==> src/rtl/cpr_pkg.sv <==
// Shared types, constants and microcode table for the clock page replacement block.
`timescale 1ns / 1ps

package cpr_pkg;

  // Default sizes handed to the top-level parameters.
  localparam int FRAMES_DEF    = 8;
  localparam int PAGE_BITS_DEF = 16;

  // Fixed widths of the stream and register fields.
  localparam int PAGE_W     = 16;
  localparam int IDX_W      = 3;
  localparam int FAULT_W    = 16;
  localparam int AF_W       = 4;
  localparam int IN_DATA_W  = 16;
  localparam int OUT_DATA_W = 40;
  localparam int OUT_USER_W = 2;
  localparam int APB_DATA_W = 32;
  localparam int APB_ADDR_W = 3;

  // Register map: index taken from paddr[2].
  localparam logic REG_ACTIVE_FRAMES = 1'b0;
  localparam logic [AF_W-1:0] ACTIVE_FRAMES_RST = 4'd8;

  // Branch conditions of the sequencer.
  typedef enum logic [2:0] {
    COND_ALWAYS,
    COND_NO_INPUT,
    COND_HIT,
    COND_REF_SET,
    COND_OUT_BUSY
  } cond_e;

  // Microprogram step addresses.
  typedef enum logic [2:0] {
    STEP_FETCH,
    STEP_SEARCH,
    STEP_SWEEP,
    STEP_VICTIM,
    STEP_HIT,
    STEP_EMIT
  } step_e;

  // One control word: branch fields plus datapath operation strobes.
  typedef struct packed {
    cond_e cond;
    step_e jmp;
    step_e nxt;
    logic  in_ready;
    logic  search;
    logic  sweep;
    logic  victim;
    logic  hit_upd;
    logic  emit;
  } uword_t;

  // Datapath flags the sequencer branches on.
  typedef struct packed {
    logic in_valid;
    logic hit;
    logic ref_set;
    logic out_busy;
  } status_t;

  // Microcode ROM.
  function automatic uword_t ucode(step_e step);
    uword_t w;
    w = '0;
    unique case (step)
      STEP_FETCH: begin
        w.cond = COND_NO_INPUT; w.jmp = STEP_FETCH; w.nxt = STEP_SEARCH;
        w.in_ready = 1'b1;
      end
      STEP_SEARCH: begin
        w.cond = COND_HIT; w.jmp = STEP_HIT; w.nxt = STEP_SWEEP;
        w.search = 1'b1;
      end
      STEP_SWEEP: begin
        w.cond = COND_REF_SET; w.jmp = STEP_SWEEP; w.nxt = STEP_VICTIM;
        w.sweep = 1'b1;
      end
      STEP_VICTIM: begin
        w.cond = COND_ALWAYS; w.jmp = STEP_EMIT; w.nxt = STEP_EMIT;
        w.victim = 1'b1;
      end
      STEP_HIT: begin
        w.cond = COND_ALWAYS; w.jmp = STEP_EMIT; w.nxt = STEP_EMIT;
        w.hit_upd = 1'b1;
      end
      STEP_EMIT: begin
        w.cond = COND_OUT_BUSY; w.jmp = STEP_EMIT; w.nxt = STEP_FETCH;
        w.emit = 1'b1;
      end
      default: begin
        w.cond = COND_ALWAYS; w.jmp = STEP_FETCH; w.nxt = STEP_FETCH;
      end
    endcase
    return w;
  endfunction

endpackage

==> src/rtl/cpr_cfg_regs.sv <==
// APB register file holding the active frame count.
`timescale 1ns / 1ps

module cpr_cfg_regs (
  input  logic                             clk_i,
  input  logic                             rst_ni,
  input  logic                             psel,
  input  logic                             penable,
  input  logic                             pwrite,
  input  logic [cpr_pkg::APB_ADDR_W-1:0]   paddr,
  input  logic [cpr_pkg::APB_DATA_W-1:0]   pwdata,
  output logic [cpr_pkg::APB_DATA_W-1:0]   prdata,
  output logic                             pready,
  output logic [cpr_pkg::AF_W-1:0]         active_frames_o
);

  logic [cpr_pkg::AF_W-1:0] active_q, active_d;
  logic                     sel_active;

  // Register index sits above the byte offset.
  assign sel_active = (paddr[2] == cpr_pkg::REG_ACTIVE_FRAMES);
  assign pready     = 1'b1;

  // Write on the access phase; other indexes are ignored.
  always_comb begin
    active_d = active_q;
    if (psel && penable && pwrite && pready && sel_active) begin
      active_d = pwdata[cpr_pkg::AF_W-1:0];
    end
  end

  always_ff @(posedge clk_i or negedge rst_ni) begin
    if (!rst_ni) begin
      active_q <= cpr_pkg::ACTIVE_FRAMES_RST;
    end else begin
      active_q <= active_d;
    end
  end

  // Read back the register, zero elsewhere.
  assign prdata = sel_active ? {{(cpr_pkg::APB_DATA_W-cpr_pkg::AF_W){1'b0}}, active_q}
                             : '0;
  assign active_frames_o = active_q;

endmodule

==> src/rtl/cpr_sequencer.sv <==
// Microcode sequencer: step counter, control ROM lookup and conditional branch.
`timescale 1ns / 1ps

module cpr_sequencer (
  input  logic             clk_i,
  input  logic             rst_ni,
  input  cpr_pkg::status_t status_i,
  output cpr_pkg::uword_t  uword_o
);

  cpr_pkg::step_e  pc_q, pc_d;
  cpr_pkg::uword_t uw;
  logic            taken;

  // Fetch the control word of the current step.
  assign uw      = cpr_pkg::ucode(pc_q);
  assign uword_o = uw;

  // Branch condition select.
  always_comb begin
    unique case (uw.cond)
      cpr_pkg::COND_ALWAYS:   taken = 1'b1;
      cpr_pkg::COND_NO_INPUT: taken = !status_i.in_valid;
      cpr_pkg::COND_HIT:      taken = status_i.hit;
      cpr_pkg::COND_REF_SET:  taken = status_i.ref_set;
      cpr_pkg::COND_OUT_BUSY: taken = status_i.out_busy;
      default:                taken = 1'b0;
    endcase
    pc_d = taken ? uw.jmp : uw.nxt;
  end

  always_ff @(posedge clk_i or negedge rst_ni) begin
    if (!rst_ni) begin
      pc_q <= cpr_pkg::STEP_FETCH;
    end else begin
      pc_q <= pc_d;
    end
  end

endmodule

==> src/rtl/cpr_datapath.sv <==
// Frame table, clock hand, fault counter and output register driven by the microcode.
`timescale 1ns / 1ps

module cpr_datapath #(
  parameter int FRAMES    = cpr_pkg::FRAMES_DEF,
  parameter int PAGE_BITS = cpr_pkg::PAGE_BITS_DEF
) (
  input  logic                              clk_i,
  input  logic                              rst_ni,
  input  cpr_pkg::uword_t                   uword_i,
  output cpr_pkg::status_t                  status_o,
  input  logic [cpr_pkg::AF_W-1:0]          active_frames_i,
  input  logic                              s_tvalid_i,
  input  logic [cpr_pkg::IN_DATA_W-1:0]     s_tdata_i,
  output logic                              s_tready_o,
  output logic                              m_tvalid_o,
  input  logic                              m_tready_i,
  output logic [cpr_pkg::OUT_DATA_W-1:0]    m_tdata_o,
  output logic [cpr_pkg::OUT_USER_W-1:0]    m_tuser_o
);

  localparam int HW = (FRAMES > 1) ? $clog2(FRAMES) : 1;
  localparam int CW = $clog2(FRAMES + 1);
  localparam int PAD_W = cpr_pkg::OUT_DATA_W - cpr_pkg::IDX_W - cpr_pkg::PAGE_W
                         - cpr_pkg::FAULT_W;

  // Frame table.
  logic [PAGE_BITS-1:0] page_arr_q [FRAMES];
  logic [FRAMES-1:0]    valid_q;
  logic [FRAMES-1:0]    ref_q;

  // Working registers.
  logic [PAGE_BITS-1:0]        page_q;
  logic [HW-1:0]               hand_q;
  logic [HW-1:0]               h_q;
  logic [HW-1:0]               hit_idx_q;
  logic [cpr_pkg::FAULT_W-1:0] fault_q;

  // Result staging and output register.
  logic                         res_hit_q;
  logic [HW-1:0]                res_idx_q;
  logic                         res_ev_q;
  logic [PAGE_BITS-1:0]         res_ev_page_q;
  logic                         m_valid_q;
  logic                         out_hit_q;
  logic                         out_ev_q;
  logic [cpr_pkg::IDX_W-1:0]    out_idx_q;
  logic [cpr_pkg::PAGE_W-1:0]   out_ev_page_q;
  logic [cpr_pkg::FAULT_W-1:0]  out_fault_q;

  logic [CW-1:0] n_eff;
  logic [CW-1:0] h_inc;
  logic [HW-1:0] h_next;
  logic [HW-1:0] hand_start;
  logic          hit;
  logic [HW-1:0] hit_idx;
  logic          in_xfer;
  logic          out_busy;

  // Effective frame count: zero counts as one, clamp at the table depth.
  always_comb begin
    if (active_frames_i == '0) begin
      n_eff = CW'(1);
    end else if (32'(active_frames_i) > 32'(FRAMES)) begin
      n_eff = CW'(FRAMES);
    end else begin
      n_eff = CW'(active_frames_i);
    end
  end

  // Hand advance with wrap at the active count; restart if out of range.
  assign h_inc      = CW'(h_q) + CW'(1);
  assign h_next     = (h_inc >= n_eff) ? '0 : HW'(h_inc);
  assign hand_start = (CW'(hand_q) >= n_eff) ? '0 : hand_q;

  // Parallel compare over the active frames, lowest index wins.
  always_comb begin
    hit     = 1'b0;
    hit_idx = '0;
    for (int i = FRAMES - 1; i >= 0; i--) begin
      if ((i < int'(n_eff)) && valid_q[i] && (page_arr_q[i] == page_q)) begin
        hit     = 1'b1;
        hit_idx = HW'(i);
      end
    end
  end

  assign in_xfer  = uword_i.in_ready && s_tvalid_i;
  assign out_busy = m_valid_q && !m_tready_i;

  assign status_o.in_valid = s_tvalid_i;
  assign status_o.hit      = hit;
  assign status_o.ref_set  = ref_q[h_q];
  assign status_o.out_busy = out_busy;

  // Control state: valid and reference bits, hand, fault count, output valid.
  always_ff @(posedge clk_i or negedge rst_ni) begin
    if (!rst_ni) begin
      valid_q   <= '0;
      ref_q     <= '0;
      hand_q    <= '0;
      fault_q   <= '0;
      m_valid_q <= 1'b0;
    end else begin
      if (uword_i.search && !hit && (fault_q != '1)) begin
        fault_q <= fault_q + 1'b1;
      end
      if (uword_i.sweep && ref_q[h_q]) begin
        ref_q[h_q] <= 1'b0;
      end
      if (uword_i.victim) begin
        valid_q[h_q] <= 1'b1;
        ref_q[h_q]   <= 1'b1;
        hand_q       <= h_next;
      end
      if (uword_i.hit_upd) begin
        ref_q[hit_idx_q] <= 1'b1;
      end
      if (uword_i.emit && !out_busy) begin
        m_valid_q <= 1'b1;
      end else if (m_valid_q && m_tready_i) begin
        m_valid_q <= 1'b0;
      end
    end
  end

  // Payload registers.
  always_ff @(posedge clk_i) begin
    if (in_xfer) begin
      page_q <= PAGE_BITS'(s_tdata_i);
    end
    if (uword_i.search) begin
      hit_idx_q <= hit_idx;
      h_q       <= hand_start;
    end
    if (uword_i.sweep && ref_q[h_q]) begin
      h_q <= h_next;
    end
    if (uword_i.victim) begin
      page_arr_q[h_q] <= page_q;
      res_hit_q       <= 1'b0;
      res_idx_q       <= h_q;
      res_ev_q        <= valid_q[h_q];
      res_ev_page_q   <= valid_q[h_q] ? page_arr_q[h_q] : '0;
    end
    if (uword_i.hit_upd) begin
      res_hit_q     <= 1'b1;
      res_idx_q     <= hit_idx_q;
      res_ev_q      <= 1'b0;
      res_ev_page_q <= '0;
    end
    if (uword_i.emit && !out_busy) begin
      out_hit_q     <= res_hit_q;
      out_ev_q      <= res_ev_q;
      out_idx_q     <= cpr_pkg::IDX_W'(res_idx_q);
      out_ev_page_q <= cpr_pkg::PAGE_W'(res_ev_page_q);
      out_fault_q   <= fault_q;
    end
  end

  assign s_tready_o = uword_i.in_ready;
  assign m_tvalid_o = m_valid_q;
  assign m_tdata_o  = {{PAD_W{1'b0}}, out_fault_q, out_ev_page_q, out_idx_q};
  assign m_tuser_o  = {out_ev_q, out_hit_q};

endmodule

==> src/rtl/clock_page_replacement.sv <==
// Top level of the clock (second chance) page replacement block.
//
// Page references arrive on the s_axis stream, one page number per transfer.
// Each reference gives exactly one result transfer on m_axis: the frame that
// now holds the page, a hit flag, the evicted page on a replacing fault and
// the running fault count, which saturates at its maximum.
// The APB port holds one register, active_frames, at byte address 0; write it
// only while no reference is in flight.
// A microcoded sequencer runs each reference: fetch, parallel search, then on
// a hit one update step, on a miss one sweep step per frame the hand examines
// up to and including the first with a clear reference bit, plus one victim
// step, and a final emit step. The sweep examines one frame per cycle and
// passes at most the active frame count of set reference bits.
// The result sits in an output register; the next reference is fetched while
// it waits, and only the following emit step stalls on a held m_axis_tready.
// Reset empties all frames, clears the hand and fault count and sets
// active_frames to 8; a reference may be sent in the first cycle after reset.
`timescale 1ns / 1ps

module clock_page_replacement #(
  parameter int FRAMES    = cpr_pkg::FRAMES_DEF,
  parameter int PAGE_BITS = cpr_pkg::PAGE_BITS_DEF
) (
  input  logic                             clk_i,
  input  logic                             rst_ni,
  // Reference stream.
  input  logic                             s_axis_tvalid,
  output logic                             s_axis_tready,
  input  logic [cpr_pkg::IN_DATA_W-1:0]    s_axis_tdata,  // [15:0] page_number
  // Result stream.
  output logic                             m_axis_tvalid,
  input  logic                             m_axis_tready,
  // [2:0] frame_index, [18:3] evicted_page, [34:19] fault_total, [39:35] zero
  output logic [cpr_pkg::OUT_DATA_W-1:0]   m_axis_tdata,
  output logic [cpr_pkg::OUT_USER_W-1:0]   m_axis_tuser,  // [0] hit, [1] evicted_valid
  // Configuration port.
  input  logic                             psel,
  input  logic                             penable,
  input  logic                             pwrite,
  input  logic [cpr_pkg::APB_ADDR_W-1:0]   paddr,
  input  logic [cpr_pkg::APB_DATA_W-1:0]   pwdata,
  output logic [cpr_pkg::APB_DATA_W-1:0]   prdata,
  output logic                             pready
);

  logic [cpr_pkg::AF_W-1:0] active_frames;
  cpr_pkg::uword_t          uword;
  cpr_pkg::status_t         status;

  // Configuration register.
  cpr_cfg_regs u_cfg (
    .clk_i           (clk_i),
    .rst_ni          (rst_ni),
    .psel            (psel),
    .penable         (penable),
    .pwrite          (pwrite),
    .paddr           (paddr),
    .pwdata          (pwdata),
    .prdata          (prdata),
    .pready          (pready),
    .active_frames_o (active_frames)
  );

  // Control program.
  cpr_sequencer u_seq (
    .clk_i    (clk_i),
    .rst_ni   (rst_ni),
    .status_i (status),
    .uword_o  (uword)
  );

  // Frame table and result path.
  cpr_datapath #(
    .FRAMES    (FRAMES),
    .PAGE_BITS (PAGE_BITS)
  ) u_dp (
    .clk_i           (clk_i),
    .rst_ni          (rst_ni),
    .uword_i         (uword),
    .status_o        (status),
    .active_frames_i (active_frames),
    .s_tvalid_i      (s_axis_tvalid),
    .s_tdata_i       (s_axis_tdata),
    .s_tready_o      (s_axis_tready),
    .m_tvalid_o      (m_axis_tvalid),
    .m_tready_i      (m_axis_tready),
    .m_tdata_o       (m_axis_tdata),
    .m_tuser_o       (m_axis_tuser)
  );

endmodule

==> config.mk <==
export PLATFORM = sky130hd
export DESIGN_NAME = clock_page_replacement
export DESIGN_NICKNAME = d
export VERILOG_FILES = /design/src/rtl/cpr_pkg.sv /design/src/rtl/cpr_cfg_regs.sv /design/src/rtl/cpr_sequencer.sv /design/src/rtl/cpr_datapath.sv /design/src/rtl/clock_page_replacement.sv
export SDC_FILE = /design/constraint.sdc
export NUM_CORES = 1
export LEC_CHECK = 0
export BUFFER_PORTS_ARGS = -buffer_cell sky130_fd_sc_hd__buf_2
export CAP_MARGIN = 20
export CORE_ASPECT_RATIO = 0.5
export CORE_MARGIN = 2
export CORE_UTILIZATION = 35
export DETAILED_ROUTE_END_ITERATION = 8
export MAX_ROUTING_LAYER = met4
export PLACE_DENSITY = 0.6
export SETUP_SLACK_MARGIN = 0.2
export SYNTH_ARGS = -nofsm -noshare
export SYNTH_HDL_FRONTEND = slang
export SYNTH_SLANG_ARGS = --single-unit
export TNS_END_PERCENT = 100
==> constraint.sdc <==
create_clock -name clk_i -period 3.8 [get_ports clk_i]
set_clock_uncertainty 0.2 [all_clocks]
set_input_delay 0 -clock clk_i [delete_from_list [all_inputs] [get_ports clk_i]]
set_output_delay 0 -clock clk_i [all_outputs]
set_load 0.01 [all_outputs]
; ---- Word level (Yosys, flattened, before mapping)
; Memories as Yosys holds them, arrays and structs flattened. A register that Yosys moved wholly into a read port is not among the register bits.
; Index checks and enable logic that the tools add are counted.
[classes]
add_sub_neg = 2
order_cmp = 15
eq_ne = 18
mux = 50
bitwise = 6
reduce_logical = 41
[op_table]
columns = cell, n
row1 = $eq 16x16->1, 8
row2 = $pmux 9 s5, 1
row3 = $mux 3, 12
row4 = $logic_and 1x1->1, 28
row5 = $mux 8, 3
row6 = $or 8x8->8, 3
row7 = $mux 1, 23
row8 = $add 16x1->16 const B, 1
row9 = $lt 3x4->1 const A, 4
row10 = $mux 16, 1
row11 = $ne 16x16->1 const B, 1
row12 = $eq 3x2->1 const B, 4
row13 = $mux 4, 3
row14 = $eq 3x3->1 const B, 3
row15 = $and 8x8->8, 1
row16 = $lt 1x4->1 const A, 2
row17 = $lt 2x4->1 const A, 2
row18 = $lt 3x4->1 const B, 2
row19 = $not 8->8, 1
row20 = $bmux 1 s3, 2
row21 = $demux 1 s3, 2
row22 = $eq 3x1->1 const B, 2
row23 = $ge 3x1->1 const B, 2
row24 = $logic_not 3->1, 2
row25 = other kinds (12), 19
[totals]
regBits = 123
ramBits = 128
inputBits = 58
output_inout_bits = 77
wordCells = 154
memories = 1
[mem_list]
columns = memory, words, width, rd, rd_clocked_by_memory_dff, write_ports, line_no
row1 = u_dp.page_arr_q, 8, 16, 9, 1, 1, cpr_datapath.sv:28  ; logic [PAGE_BITS-1:0] page_arr_q [FRAMES];

; ---- Depth between registers and ports, before layout
[logic_depth]
word_depth = 17
ltp_mapped = 11
depth_no_buf = 11

; ---- Modules after synthesis
; From an unflattened synthesis, not the netlist that was laid out.
[hier_totals]
cells_unflattened = 915
area_unflattened_um2 = 12190.4
[modules_own_cells]
columns = mod, instances, cells_per_inst, area_per_inst_um2, seq_area_each_um2
row1 = cpr_datapath, 1, 835, 11494.8, 7026.7
row2 = cpr_cfg_regs, 1, 44, 430.4, 101.3
row3 = cpr_sequencer, 1, 36, 265.3, 75.1

; ---- Worst setup path after synthesis
; Ideal clock, no wire load.
[synth_path]
kind = reg2reg
start = register u_seq.pc_q[1]
end = register u_dp.out_ev_page_q[0] in the netlist's numbering (enable)
setup_time_ns = 0.431
arrival_ns = 2.291
t_required_ns = 3.169
path_slack_ns = 0.878
stages_incl_launch_ff = 4
path_buffers = 1
synth_period_minus_slack_ns = 2.922
cell_sequence = dfrtp_1 clkbuf_1 nand2b_1 nor2_1
[synth_between]
elab_chain_len = 3
[synth_lines]
columns = item, line_no
row1 = start: declaration, cpr_sequencer.sv:11  ; cpr_pkg::step_e pc_q, pc_d;
row2 = start signal: assignment, cpr_sequencer.sv:34  ; pc_q <= cpr_pkg::STEP_FETCH;
row3 = start signal: assignment, cpr_sequencer.sv:36  ; pc_q <= pc_d;
row4 = $eq 3x3->1, cpr_pkg.sv:69  ; unique case (step)
row5 = $mux 1, cpr_pkg.sv:69
row6 = $logic_and 1x1->1, cpr_datapath.sv:152  ; if (uword_i.emit && !out_busy) begin
row7 = end signal: assignment, cpr_datapath.sv:156  ; out_ev_page_q <= cpr_pkg::PAGE_W'(res_ev_page_q);
row8 = end: declaration, cpr_datapath.sv:48  ; logic [cpr_pkg::PAGE_W-1:0] out_ev_page_q;
; No other way between the ends.
; A chain may end at the register's enable or synchronous reset.

; ---- Worst setup path after layout
[layout_path]
start = register u_dp.page_q[11]
end = register u_dp.fault_q[1] in the netlist's numbering
[layout_between]
elab_chain_len = 13
word_cells_on_any_way = 27
classes_between = eq/ne: 8 / mux: 8 / reduce/logical: 11
[layout_lines]
columns = item, line_no
row1 = start: declaration, cpr_datapath.sv:33  ; logic [PAGE_BITS-1:0] page_q;
row2 = start signal: assignment, cpr_datapath.sv:130  ; page_q <= PAGE_BITS'(s_tdata_i);
row3 = $eq 16x16->1, cpr_datapath.sv:81  ; if ((i < int'(n_eff)) && valid_q[i] && (page_arr_q[i] == page_q)) begin
row4 = $logic_and 1x1->1, cpr_datapath.sv:81
row5 = $mux 1 (7 in series), cpr_datapath.sv:81
row6 = $mux 1 (*), cpr_datapath.sv:81
row7 = $logic_not 1->1 (*), cpr_datapath.sv:105  ; if (uword_i.search && !hit && (fault_q != '1)) begin
row8 = $logic_and 1x1->1 (*) (2 in series), cpr_datapath.sv:105
row9 = end signal: assignment, cpr_datapath.sv:106  ; fault_q <= fault_q + 1'b1;
row10 = end: declaration, cpr_datapath.sv:37  ; logic [cpr_pkg::FAULT_W-1:0] fault_q;
; Mark *: on every way between the ends. The rest lies on a longest branch, timed or not.

==> flow_metrics.tcl <==
set metrics [dict create \
    std_cell_rows 47 \
    max_freq_mhz 310 \
    detailed_place_hpwl_um 22400 \
    syn_to_final_growth_pct 18.3 \
    drive_above_1_share_pct 20.3 \
    yosysWarningCount 0 \
    syn_inst 874 \
    worstSkewPairLatency_ns 0.54 \
    rrSetupSlack_ns 0.57 \
    whs_endpoint "prdata[3]" \
    via_per_inst 5.13 \
    die-area_um2 35700 \
    synthDistinctLibCells 62 \
    port_buffers 70 \
    critPathCaptureType "register" \
    p_per_area_nw_per_um2 682 \
    fp.coreArea_um2 33300 \
    synth-async-reset-ratio_pct 16.9 \
    crit_arrival_ns 3.46 \
    synth_top_area_cell "edfxtp_1" \
    status "completed" \
    initial_utilization_pct 35.9 \
    dr_total_vias 7533 \
    setup-violations-final 0 \
    synth_top_area_share_pct 47.7 \
    cts-htree-levels 1 \
    crit_required_ns 4.03 \
    crit_type "register to register" \
    antenna_found_initial 0 \
    synth.most_common_cell "edfxtp_1" \
    synth_seq_area_share_pct 60.2 \
    avgSynthCellArea_um2 13.7 \
    worst_pin_slew_ns 0.751 \
    drt_iter0_drc 651 \
    slew_violations 0 \
    cts_sinks 254 \
    crit_path_start_kind "register" \
    timing.final.crit_period_ns 3.23 \
    synthesis.area_um2 12000 \
    remaining_drc_errors 0 \
    critical_path.startpoint "u_dp.page_q[11]" \
    place.gp.congestion 0.892 \
    nNetsFinal 1073 \
    path_buf_inv 2 \
    cts_buffers 26 \
    cpMostUsedCell "buf_4" \
    totalNegativeSetupSlack_ns 0 \
    reg2reg_to "u_dp.fault_q[1]" \
    slowest_stage "edfxtp_1" \
    grt_usage_pct 18.3 \
    synthTopCellsByCount "edfxtp_1, xor2_1, nand2_1" \
    hold_depth 3 \
    hold_viol 0 \
    slew_headroom_pct 50.0 \
    wl_per_cell_um 21.2 \
    ant_nets 0 \
    drv_cap 0 \
    ys_seq_elements 254 \
    grt_pass1_wl_um 47600 \
    clkTransAtPathRegs_ns 0.06 \
    root_buffer "clkbuf_16" \
    cts_tree "yes" \
    ioPinCount 135 \
    grt_max_degree 44 \
    worstHoldStart "paddr[2]" \
    whs_ns 0.0885 \
    utilization_pct 42.4 \
    period_share_pct 84.9 \
    min_path_type "primary input to output pin" \
    cp_max_fo 17 \
    r2r_cells 9 \
    synth_ff_type "edfxtp_1" \
    synth_edf_count 190 \
    ys_top_cells_by_area "edfxtp_1, dfrtp_1, xor2_1" \
    p_leak_nw 5.19 \
    dieHeight_um 135 \
    r2r_start "u_dp.page_q[11]" \
    grt_overflow 0 \
    first_pass_iters 7 \
    ctsResizeCount 0 \
    crit_family "simple AND/OR/NAND/NOR gates" \
    antenna_cells 0 \
    max_stage_delay_ns 0.61 \
    ir_drop_mv 0.300 \
    rsz0062_at_grt "false" \
    wirelength_um 31200 \
    die_w_um 265 \
    cts_buffer_depth 3 \
    grt_pass1_vias 7551 \
    crit_chain "buf_4 > xnor2_1 > and3_1 > nand4_1 > o41ai_1 > nand4bb_1 > buf_4 > nor2_2 > mux2_4" \
]
==> placed cells by master, fill, tap and decap left out, drive strengths merged, types with 4 or more instances in the layout <==
| cell type | synthesis | routed |
|---|---|---|
| a21oi | 5 | 5 |
| a221o | 6 | 6 |
| a22oi | 4 | 4 |
| and3 | 14 | 14 |
| buf | 62 | 102 |
| clkbuf | 12 | 36 |
| clkinv | 0 | 6 |
| conb | 2 | 34 |
| dfrtp | 42 | 42 |
| dfxtp | 21 | 21 |
| dlygate4sd3 | 0 | 44 |
| edfxtp | 190 | 190 |
| ha | 9 | 9 |
| inv | 9 | 10 |
| mux2 | 8 | 8 |
| mux2i | 17 | 17 |
| mux4 | 32 | 32 |
| nand2 | 74 | 74 |
| nand2b | 9 | 9 |
| nand3 | 19 | 19 |
| nand4 | 19 | 19 |
| nand4b | 4 | 4 |
| nor2 | 31 | 31 |
| nor2b | 8 | 8 |
| nor3 | 11 | 11 |
| nor3b | 4 | 4 |
| nor4 | 42 | 42 |
| o21ai | 26 | 26 |
| or2 | 13 | 13 |
| xnor2 | 45 | 45 |
| xor2 | 99 | 99 |
==> tightest hold or removal path: cells and delay by family <==
| kind | cells | cell delay [ns] |
|---|---|---|
| buffers and inverters | 2 | 0.25 |
| and+or+nand+nor | 1 | 0.04 |
==> sequential cells by signal, summed over array words and instances, names as in the netlist, 3 cells and up, named ones only <==
name,cells
u_seq.pc_q,3
u_cfg.active_frames_o,4
u_dp.res_idx_q,3
u_dp.fault_q,16
u_dp.h_q,3
u_dp.out_fault_q,16
u_dp.out_idx_q,3
u_dp.page_q,16
u_dp.page_arr_q,128
u_dp.ref_q,8
u_dp.res_ev_page_q,16
u_dp.valid_q,8
u_dp.hand_q,3
u_dp.out_ev_page_q,16
u_dp.hit_idx_q,3
==> through the flow <==
stage / worst slack, ns / total power (W) / instances / instance area, µm²
6_report: 0.572 / 0.00964 / 1467 / 14100
5_1_grt: 0.375 / 0.0101 / 1467 / 14100
4_1_cts: 0.596 / 0.00968 / 1464 / 14100
3_5_place_dp: 0.583 / 0.00688 / 1373 / 12700
3_3_place_gp: 0.651 / 0.00683 / 1373 / 12700
2_1_floorplan: 0.878 / 0.00589 / 906 / 12100
==> where the power goes <==
part	internal [W]	switching, W	total, W
registers	0.00364	0.000563	0.00421
clock network	0.00163	0.00112	0.00275
logic	0.00113	0.00156	0.00269
total	0.00641	0.00323	0.00964
==> area by class of cell <==
class,instances,area [µm²]
Sequential cell,254,7200
Clock inverter,12,150
Fill cell,3021,19200
Clock buffer,36,772
Tap cell,441,552
Timing Repair Buffer,146,1080
Inverter,9,33.8
Multi-Input combinational cell,569,4360
==> how the worst max path moves through the flow <==
stage | cells past startpoint | endpoint | slack (ns)
after detailed placement | 9 | u_dp.fault_q[1] | 0.58
after floorplan | 3 | u_dp.out_ev_page_q[0] | 0.88
after global placement | 9 | u_dp.fault_q[1] | 0.65
final | 9 | u_dp.fault_q[1] | 0.57
after global routing | 9 | u_dp.fault_q[1] | 0.37
after CTS | 9 | u_dp.fault_q[11] | 0.60
==> cell families (layout without fill, tap and decap cells) <==
group	count (synthesis)	after routing	share of synthesized area (%)
fa+ha+maj	9	9	0.942
flops	254	254	60.2
simple gates	261	261	11.8
other cells	2	34	0.0628
compound gates	64	64	3.70
mux	57	57	8.24
buf+inv	83	203	4.42
xor+xnor	144	144	10.6
==> layer usage <==
metal | up-vias | global-route usage [%] | wire length (µm)
li1 | 3448 | - | -
met1 | 3831 | 26.0 | 15000
met2 | 218 | 27.5 | 13800
met3 | 36 | 3.77 | 1970
met4 | 0 | 3.08 | 442
met5 | - | - | 0
==> timing repair <==
item                                    4_1_cts  5_1_grt
hold buffers                                 43        1
hold endpoints to repair                     82       19
buffers inserted                              0        0
endpoints found under the setup margin        0        0
(Power assumes the default switching activity.)
